`config.mk`:
```
export PLATFORM = sky130hd
export DESIGN_NAME = ring_resource_grant_arbiter_top_flat
export DESIGN_NICKNAME = d
export VERILOG_FILES = /design/src/rtl/core/rrga_pkg.sv /design/src/rtl/core/rrga_req_if.sv /design/src/rtl/core/rrga_grant_if.sv /design/src/rtl/core/rrga_ram.sv /design/src/rtl/core/ring_resource_grant_arbiter_top.sv /design/src/flat_wrapper.sv
export SDC_FILE = /design/constraint.sdc
export NUM_CORES = 1
export LEC_CHECK = 0
export ABC_AREA = 1
export BUFFER_PORTS_ARGS = -buffer_cell sky130_fd_sc_hd__buf_2
export CORE_ASPECT_RATIO = 1.75
export CORE_MARGIN = 5
export CORE_UTILIZATION = 66
export CTS_BUF_LIST = sky130_fd_sc_hd__clkbuf_4 sky130_fd_sc_hd__clkbuf_8 sky130_fd_sc_hd__clkbuf_16
export DETAILED_ROUTE_END_ITERATION = 10
export PLACE_DENSITY = 0.93
export SLEW_MARGIN = 20
export SYNTH_ARGS = -nofsm -noshare
export SYNTH_HDL_FRONTEND = slang
export SYNTH_SLANG_ARGS = --single-unit
```
`constraint.sdc`:
```
create_clock -name i_clk -period 4.7 [get_ports i_clk]
set_clock_uncertainty 0.15 [all_clocks]
set_input_delay 0 -clock i_clk [delete_from_list [all_inputs] [get_ports i_clk]]
set_output_delay 0 -clock i_clk [all_outputs]
set_load 0.03 [all_outputs]
```
`src/rtl/core/rrga_pkg.sv`:
```
package rrga_pkg;

    // Field widths of the request, grant and configuration ports.
    localparam int CLIENT_W = 4;
    localparam int COUNT_W  = 5;

    // Seat count after reset.
    localparam logic [COUNT_W-1:0] COUNT_RESET = 5'd5;

    // Per-client state as stored in the state memory.
    typedef logic [1:0] t_cstate;

    localparam t_cstate ST_THINK  = 2'd0;
    localparam t_cstate ST_HUNGRY = 2'd1;
    localparam t_cstate ST_EAT    = 2'd2;

    // Request function codes.
    localparam logic FN_ACQUIRE = 1'b0;
    localparam logic FN_RELEASE = 1'b1;

endpackage

```
`src/rtl/core/rrga_req_if.sv`:
```
interface rrga_req_if;
    import rrga_pkg::*;

    logic                valid;
    logic                ready;
    logic                func;
    logic [CLIENT_W-1:0] client;

    modport source (output valid, output func, output client, input ready);
    modport sink   (input valid, input func, input client, output ready);

endinterface

```
`src/rtl/core/rrga_grant_if.sv`:
```
interface rrga_grant_if;
    import rrga_pkg::*;

    logic                valid;
    logic                ready;
    logic [CLIENT_W-1:0] granted_client;
    logic                last_grant;

    modport source (output valid, output granted_client, output last_grant, input ready);
    modport sink   (input valid, input granted_client, input last_grant, output ready);

endinterface

```
`src/rtl/core/rrga_ram.sv`:
```
module rrga_ram #(
    parameter int WIDTH = 2,
    parameter int DEPTH = 16
) (
    input  logic                     i_clk,
    input  logic                     i_we,
    input  logic [$clog2(DEPTH)-1:0] i_waddr,
    input  logic [WIDTH-1:0]         i_wdata,
    input  logic [$clog2(DEPTH)-1:0] i_raddr_a,
    input  logic [$clog2(DEPTH)-1:0] i_raddr_b,
    output logic [WIDTH-1:0]         o_rdata_a,
    output logic [WIDTH-1:0]         o_rdata_b
);

    logic [WIDTH-1:0] r_mem [DEPTH];
    logic [WIDTH-1:0] r_rdata_a;
    logic [WIDTH-1:0] r_rdata_b;

    // One write port and two registered read ports.
    always_ff @(posedge i_clk) begin
        if (i_we) begin
            r_mem[i_waddr] <= i_wdata;
        end
        r_rdata_a <= r_mem[i_raddr_a];
        r_rdata_b <= r_mem[i_raddr_b];
    end

    assign o_rdata_a = r_rdata_a;
    assign o_rdata_b = r_rdata_b;

endmodule

```
`src/rtl/core/ring_resource_grant_arbiter_top.sv`:
```
// Ring arbiter for clients seated in a circle, where each pair of neighbors
// shares one resource. Clients send transfers on i_req: func selects acquire
// or release, client names the seat. Grants leave on o_grant, one transfer per
// granted client, with last_grant set on the final grant caused by a request.
// A request that causes no grant produces no transfer. The seat count is
// written through i_cfg_we / i_cfg_wdata; the user must write it only while
// the arbiter is idle, as the block itself does not enforce this. Each
// in-range request passes through the write of the requester's new state,
// two reads of neighbor states from the two-port state memory, and the grant
// check, which loads the first grant into the output register. A release
// that grants both neighbors then writes the second grant and loads it into
// the output register. A waiting grant sits in an output register, so the
// next request is taken while it waits; a second grant from the same release
// holds the arbiter until the first grant is taken. When the receiver stalls,
// the arbiter stops in the grant check until the output register frees.
// Reset (synchronous) sets every client to thinking through per-entry valid
// bits, so no clearing pass is needed, and sets the seat count to 5.
module ring_resource_grant_arbiter_top #(
    parameter int MAX_CLIENTS = 16
) (
    input  logic                        i_clk,
    input  logic                        i_rst_n,
    input  logic                        i_cfg_we,
    input  logic [rrga_pkg::COUNT_W-1:0] i_cfg_wdata,
    rrga_req_if.sink                    i_req,
    rrga_grant_if.source                o_grant
);
    import rrga_pkg::*;

    localparam int AW = $clog2(MAX_CLIENTS);
    localparam int NW = $clog2(MAX_CLIENTS + 1);
    localparam int CW = (NW > COUNT_W) ? NW : COUNT_W;

    localparam logic [2:0] S_IDLE = 3'd0;
    localparam logic [2:0] S_RD1  = 3'd1;
    localparam logic [2:0] S_RD2  = 3'd2;
    localparam logic [2:0] S_CHK  = 3'd3;
    localparam logic [2:0] S_WR2  = 3'd4;
    localparam logic [2:0] S_PEND = 3'd5;

    // Neighbor arithmetic on a ring of n seats.
    function automatic logic [CW-1:0] left_of(input logic [CW-1:0] i, input logic [CW-1:0] n);
        left_of = (i == '0) ? n - CW'(1) : i - CW'(1);
    endfunction

    function automatic logic [CW-1:0] right_of(input logic [CW-1:0] i, input logic [CW-1:0] n);
        right_of = (i + CW'(1) == n) ? '0 : i + CW'(1);
    endfunction

    logic [2:0]             r_state, n_state;
    logic [COUNT_W-1:0]     r_count;
    logic [MAX_CLIENTS-1:0] r_vld, n_vld;
    logic                   r_out_valid, n_out_valid;
    logic [CLIENT_W-1:0]    r_out_id, n_out_id;
    logic                   r_out_last, n_out_last;
    logic                   r_func, n_func;
    logic [AW-1:0]          r_id, n_id;
    logic [AW-1:0]          r_l, n_l;
    logic [AW-1:0]          r_r, n_r;
    logic [AW-1:0]          r_ll, n_ll;
    logic [AW-1:0]          r_rr, n_rr;
    t_cstate                r_sl, n_sl;
    t_cstate                r_sr, n_sr;
    logic                   r_rva;
    logic                   r_rvb;

    logic [CW-1:0] seats;
    logic [CW-1:0] acc_id;
    logic [CW-1:0] acc_l;
    logic [CW-1:0] acc_r;
    logic [CW-1:0] acc_ll;
    logic [CW-1:0] acc_rr;
    logic          in_range;

    logic          ram_we;
    logic [AW-1:0] ram_waddr;
    t_cstate       ram_wdata;
    logic [AW-1:0] ram_raddr_a;
    logic [AW-1:0] ram_raddr_b;
    t_cstate       ram_rdata_a;
    t_cstate       ram_rdata_b;
    t_cstate       st_a;
    t_cstate       st_b;

    logic          out_free;
    logic          gl;
    logic          gr;
    t_cstate       sr_eff;
    t_cstate       srr_eff;
    logic          any_grant;
    logic          two_grant;
    logic [AW-1:0] first_id;

    // Effective seat count: zero acts as one, large values clip.
    always_comb begin
        if (r_count == '0) begin
            seats = CW'(1);
        end else if (CW'(r_count) > CW'(MAX_CLIENTS)) begin
            seats = CW'(MAX_CLIENTS);
        end else begin
            seats = CW'(r_count);
        end
    end

    assign acc_id   = CW'(i_req.client);
    assign in_range = (acc_id < seats);
    assign acc_l    = left_of(acc_id, seats);
    assign acc_r    = right_of(acc_id, seats);
    assign acc_ll   = left_of(acc_l, seats);
    assign acc_rr   = right_of(acc_r, seats);

    // State memory: first read pair fetches the neighbors, second pair the
    // neighbors' outer neighbors.
    assign ram_raddr_a = (r_state == S_RD1) ? r_l : r_ll;
    assign ram_raddr_b = (r_state == S_RD1) ? r_r : r_rr;

    rrga_ram #(
        .WIDTH($bits(t_cstate)),
        .DEPTH(MAX_CLIENTS)
    ) u_state_ram (
        .i_clk    (i_clk),
        .i_we     (ram_we),
        .i_waddr  (ram_waddr),
        .i_wdata  (ram_wdata),
        .i_raddr_a(ram_raddr_a),
        .i_raddr_b(ram_raddr_b),
        .o_rdata_a(ram_rdata_a),
        .o_rdata_b(ram_rdata_b)
    );

    // An entry never written since reset reads as thinking.
    assign st_a = r_rva ? ram_rdata_a : ST_THINK;
    assign st_b = r_rvb ? ram_rdata_b : ST_THINK;

    // Grant check. For a release the requester is already thinking, so only
    // the outer neighbors and the effect of the left grant matter.
    always_comb begin
        gl      = 1'b0;
        gr      = 1'b0;
        sr_eff  = r_sr;
        srr_eff = st_b;
        if (r_func == FN_ACQUIRE) begin
            any_grant = (r_sl != ST_EAT) && (r_sr != ST_EAT);
            two_grant = 1'b0;
            first_id  = r_id;
        end else begin
            gl = (r_sl == ST_HUNGRY) && (st_a != ST_EAT);
            if (gl && (r_r == r_l)) begin
                sr_eff = ST_EAT;
            end
            if (gl && (r_rr == r_l)) begin
                srr_eff = ST_EAT;
            end
            gr        = (sr_eff == ST_HUNGRY) && (srr_eff != ST_EAT);
            any_grant = gl || gr;
            two_grant = gl && gr;
            first_id  = gl ? r_l : r_r;
        end
    end

    assign out_free = !r_out_valid || o_grant.ready;

    // Sequencer.
    always_comb begin
        n_state     = r_state;
        n_vld       = r_vld;
        n_out_valid = r_out_valid && !o_grant.ready;
        n_out_id    = r_out_id;
        n_out_last  = r_out_last;
        n_func      = r_func;
        n_id        = r_id;
        n_l         = r_l;
        n_r         = r_r;
        n_ll        = r_ll;
        n_rr        = r_rr;
        n_sl        = r_sl;
        n_sr        = r_sr;
        ram_we      = 1'b0;
        ram_waddr   = r_r;
        ram_wdata   = ST_EAT;
        case (r_state)
            S_IDLE: begin
                if (i_req.valid && in_range) begin
                    ram_we           = 1'b1;
                    ram_waddr        = acc_id[AW-1:0];
                    ram_wdata        = (i_req.func == FN_ACQUIRE) ? ST_HUNGRY : ST_THINK;
                    n_vld[acc_id[AW-1:0]] = 1'b1;
                    n_func           = i_req.func;
                    n_id             = acc_id[AW-1:0];
                    n_l              = acc_l[AW-1:0];
                    n_r              = acc_r[AW-1:0];
                    n_ll             = acc_ll[AW-1:0];
                    n_rr             = acc_rr[AW-1:0];
                    n_state          = S_RD1;
                end
            end
            S_RD1: begin
                n_state = S_RD2;
            end
            S_RD2: begin
                n_sl    = st_a;
                n_sr    = st_b;
                n_state = S_CHK;
            end
            S_CHK: begin
                if (!any_grant) begin
                    n_state = S_IDLE;
                end else if (out_free) begin
                    ram_we      = 1'b1;
                    ram_waddr   = first_id;
                    n_out_valid = 1'b1;
                    n_out_id    = CLIENT_W'(first_id);
                    n_out_last  = !two_grant;
                    n_state     = two_grant ? S_WR2 : S_IDLE;
                end
            end
            S_WR2: begin
                ram_we    = 1'b1;
                ram_waddr = r_r;
                n_state   = S_PEND;
            end
            S_PEND: begin
                if (out_free) begin
                    n_out_valid = 1'b1;
                    n_out_id    = CLIENT_W'(r_r);
                    n_out_last  = 1'b1;
                    n_state     = S_IDLE;
                end
            end
            default: begin
                n_state = S_IDLE;
            end
        endcase
    end

    // Control registers.
    always_ff @(posedge i_clk) begin
        if (!i_rst_n) begin
            r_state     <= S_IDLE;
            r_count     <= COUNT_RESET;
            r_vld       <= '0;
            r_out_valid <= 1'b0;
        end else begin
            r_state     <= n_state;
            r_vld       <= n_vld;
            r_out_valid <= n_out_valid;
            if (i_cfg_we) begin
                r_count <= i_cfg_wdata;
            end
        end
    end

    // Payload registers.
    always_ff @(posedge i_clk) begin
        r_out_id   <= n_out_id;
        r_out_last <= n_out_last;
        r_func     <= n_func;
        r_id       <= n_id;
        r_l        <= n_l;
        r_r        <= n_r;
        r_ll       <= n_ll;
        r_rr       <= n_rr;
        r_sl       <= n_sl;
        r_sr       <= n_sr;
        r_rva      <= r_vld[ram_raddr_a];
        r_rvb      <= r_vld[ram_raddr_b];
    end

    assign i_req.ready            = (r_state == S_IDLE);
    assign o_grant.valid          = r_out_valid;
    assign o_grant.granted_client = r_out_id;
    assign o_grant.last_grant     = r_out_last;

endmodule

```
`src/flat_wrapper.sv`:
```
// flat-port wrapper written by rule: the top's interface ports become plain ports
module ring_resource_grant_arbiter_top_flat import rrga_pkg::*;
#(
    parameter int MAX_CLIENTS = 16
)
  (i_clk, i_rst_n, i_cfg_we, i_cfg_wdata, i_req_valid, i_req_func, i_req_client, i_req_ready, o_grant_valid, o_grant_granted_client, o_grant_last_grant, o_grant_ready);
  rrga_req_if i_req_i ();
  rrga_grant_if o_grant_i ();
  input  logic i_clk;
  input  logic i_rst_n;
  input  logic i_cfg_we;
  input  logic [rrga_pkg::COUNT_W-1:0] i_cfg_wdata;
  input wire logic [$bits(i_req_i.valid)-1:0] i_req_valid;
  input wire logic [$bits(i_req_i.func)-1:0] i_req_func;
  input wire logic [$bits(i_req_i.client)-1:0] i_req_client;
  output wire logic [$bits(i_req_i.ready)-1:0] i_req_ready;
  output wire logic [$bits(o_grant_i.valid)-1:0] o_grant_valid;
  output wire logic [$bits(o_grant_i.granted_client)-1:0] o_grant_granted_client;
  output wire logic [$bits(o_grant_i.last_grant)-1:0] o_grant_last_grant;
  input wire logic [$bits(o_grant_i.ready)-1:0] o_grant_ready;
  assign i_req_i.valid = i_req_valid;
  assign i_req_i.func = i_req_func;
  assign i_req_i.client = i_req_client;
  assign i_req_ready = i_req_i.ready;
  assign o_grant_valid = o_grant_i.valid;
  assign o_grant_granted_client = o_grant_i.granted_client;
  assign o_grant_last_grant = o_grant_i.last_grant;
  assign o_grant_i.ready = o_grant_ready;
  ring_resource_grant_arbiter_top #(.MAX_CLIENTS(MAX_CLIENTS)) u_core (.i_clk(i_clk), .i_rst_n(i_rst_n), .i_cfg_we(i_cfg_we), .i_cfg_wdata(i_cfg_wdata), .i_req(i_req_i), .o_grant(o_grant_i));
endmodule
```
==> qor.txt <==
ratio of final minimum period to clock period - 72.2%
Hold Crit Start - i_req_valid
Seq/Total Area, Yosys - 47.9%
IO buf count - 21
Die Span X - 77 µm
crit-path max cell delay - 440 ps
Max-Cap Viols - 0
Nets - 705
layout cells sized above 1 - 8.93%
# rows - 42
CP cell instances - inv_1 > nor2_1 > inv_1 > ha_1 > nand2_1 > o2bb2ai_1 > nor2_1 > nand2_1 > nor2_2 > inv_1 > nand3_1 > a21oi_1 > nand2_1 > nor2_1
Worst setup EP type - flip-flop
vias in the first global route - 4880
Clock Latency Late Sink - 350 ps
largest net degree at the start of global routing - 41
average routed wire per standard cell - 19.6 µm
CTS clk-pin slew, worst paths - 60 ps
fraction of registers with async set/reset - 0%
Diodes inserted - 0
first-pass GRT wire length - 24100 µm
maximum vdd drop - 0.267 mV
Post-synth EDFFs - 62
Slew HR - 38.9%
Root Driver - clkbuf_16
Syn Nets - 665
Setup TNS Final - 0 ps
Tmin final - 3390 ps
R2R Path Start - u_core.r_count[3]$_SDFFE_PN0P_
Post-Syn Instances - 638
final wirelength - 15100 µm
Final setup viols - 0
initial core utilization - 68.0%
Cell Pwr Density - 409 nW/µm²
Leak - 2.44 nW
hold slack - 132 ps
Die Y - 127 µm
post-synthesis cell type count - 36
# resized after CTS - 0
core area - 7620 µm²
RSZ-0062 raised after global routing - false
Hold Path Class - input pin to flip-flop
hold_buf cts - 22
Slew Limit Fails - 0
initial antenna violation count - 0
Layout area overhead - 13.2%
Endpoint, Worst Hold - u_core.r_state[0]$_SDFFE_PN0P_
r2r endpoint - u_core.u_state_ram.r_mem[5][0]$_DFFE_PP_
die footprint - 9800 µm²
DR pass1 iterations - 8
CTS tree - yes
via count - 4956
maximum clock insertion buffer count - 2
vias per cell - 6.43
clk sink count - 93
Yosys reg bits - 93
f_max - 295 MHz
DRT iter0 DRCs - 545
crit path DAT - 3280 ps
Yosys top cell area share - 35.9%
Final GP Congestion - 0.995
post-CTS setup buffer count - 0
htree depth - 3
r2r worst-path depth - 14
total grt overflow - 0
crit path launch type - flip-flop
Post-DP HPWL - 10300 µm
IO Pins - 22
DRC viols - 1
TritonCTS Buffers - 9
Mapped Area - 5180 µm²
failing checks - design-rule violations
cell taking the most area after synthesis - edfxtp_1
status - finished, violations left
register-to-register setup slack - 1310 ps
overall routing resource usage - 31.5%
Setup CP Type - flip-flop to flip-flop
CP Data Required Time - 4590 ps
DRT antenna net count - 0
Worst Hold Depth - 7
Synth warnings - 0
largest cells by area after synthesis - edfxtp_1 36%, dfxtp_1 12%, nand2_1 8.0%, nor2_1 6.4%, inv_1 6.0%
Synth Flop Type - edfxtp_1
Avg Inst Size Synth - 8.13 µm²
CP max stage cell - inv_1
endpoints failing hold - 0
crit path max fanout - 20
Final Power - 2.40 mW
worst-margin pin slew - 913 ps
==> worst max-delay path, delay by kind of cell, from the launching register on <==
family / cells / cell delay, ps
AO/OA/AOI/OAI: 2 / 490
adder cells (fa/ha/maj): 1 / 320
buffers and inverters: 3 / 650
flip-flops: 1 / 330
AND/OR/NAND/NOR: 8 / 1150
==> final cells by class <==
type	count	area, µm²
Clock buffer	12	283
Clock inverter	4	25.0
Fill cell	452	1750
Inverter	86	323
Multi-Input combinational cell	441	2290
Sequential cell	93	2480
Tap cell	88	110
Timing Repair Buffer	47	355
==> sequential cells by signal (all words and copies together), names as in the netlist <==
register / flops
u_core.r_sr: 2
u_core.r_rva: 1
u_core.o_grant.granted_client: 4
u_core.u_state_ram.o_rdata_b: 2
u_core.o_grant.last_grant: 1
u_core.r_func: 1
u_core.r_id: 4
u_core.u_state_ram.o_rdata_a: 2
u_core.r_l: 4
u_core.r_state: 3
u_core.r_r: 4
u_core.r_rvb: 1
u_core.o_grant.valid: 1
u_core.r_rr: 4
u_core.r_sl: 2
u_core.r_ll: 4
u_core.u_state_ram.r_mem: 32
u_core.r_vld: 16
u_core.r_count: 5
==> layout by cell type, fill, tap and decap left out, types with 4 or more instances in the layout <==
master,instances
dlygate4sd3_1,22
o221ai_1,8
buf_2,21
edfxtp_1,62
or2_2,6
buf_4,4
o21ai_0,56
inv_1,83
a21oi_1,31
ha_1,12
a31oi_1,5
nand4_1,8
nor3_1,5
o211ai_1,27
o21ai_1,4
clkbuf_16,11
nand3_1,46
nand2_1,111
o22ai_1,6
nor2_1,87
dfxtp_1,31
xnor2_1,9
==> how the worst max path moves through the flow <==
stage,startpoint,end,cells after the start
3_3_place_gp,u_core.r_count[1]$_SDFFE_PN0P_,u_core.r_rr[2]$_SDFFCE_PN0P_,16
2_1_floorplan,u_core.r_count[1]$_SDFFE_PN0P_,u_core.r_rr[0]$_SDFFCE_PN0P_,16
3_5_place_dp,u_core.r_count[1]$_SDFFE_PN0P_,u_core.r_rr[1]$_SDFFCE_PN0P_,16
4_1_cts,u_core.r_count[1]$_SDFFE_PN0P_,u_core.r_rr[1]$_SDFFCE_PN0P_,16
5_1_grt,u_core.r_count[1]$_SDFFE_PN0P_,u_core.r_rr[1]$_SDFFCE_PN0P_,16
6_report,u_core.r_count[3]$_SDFFE_PN0P_,u_core.u_state_ram.r_mem[5][0]$_DFFE_PP_,14
==> logic make-up after synthesis <==
kind of cell,after synthesis,synth area share [%]
buffers and inverters,104,7.99
and+or+nand+nor,273,22.5
xor gates and xnor gates,12,2.03
adders and majority gates,12,2.90
muxes,1,0.193
AOI/OAI and AO/OA,143,16.5
DFF,93,47.9
==> per-stage QoR <==
step | utilization, % | setup WS (ps) | std cells | cell area, µm²
global placement | 70.1 | 1580 | 733 | 5340
detailed placement | 70.1 | 1450 | 733 | 5340
floorplan | - | 1770 | 638 | 5180
global route | 77.0 | 981 | 771 | 5870
finish | 77.0 | 1310 | 771 | 5870
CTS | 77.0 | 1430 | 771 | 5870
==> synth_stat cells (2+ instances only) <==
cell type / count
edfxtp_1: 62
nor2_2: 2
a21oi_1: 31
or2_2: 6
o22ai_1: 6
inv_1: 83
nand4_1: 8
buf_4: 2
inv_2: 3
ha_1: 12
xor2_1: 3
nand2_2: 3
nor3_1: 5
o21ai_1: 4
nor2_1: 88
o21ai_0: 56
nand3_1: 46
o221ai_1: 8
xnor2_1: 9
o21ai_2: 2
buf_2: 7
o211ai_1: 27
clkbuf_1: 8
dfxtp_1: 31
nand2_1: 111
a31oi_1: 5
==> report_power, final <==
| group | switching (mW) | internal [mW] | leakage (nW) |
|---|---|---|---|
| combinational | 0.475 | 0.198 | 1.46 |
| clock | 0.300 | 0.429 | 0.157 |
| sequential | 0.0423 | 0.958 | 0.822 |
| total | 0.817 | 1.59 | 2.44 |
==> per-layer routing <==
metal	share of wire (%)	global-route usage, %	vias to the layer above
li1	-	-	2266
met1	33	31.1	2262
met2	53	58.5	338
met3	7.1	5.63	90
met4	7.2	21.3	0
met5	0	0	-
Power figures use the tool's default switching activity.
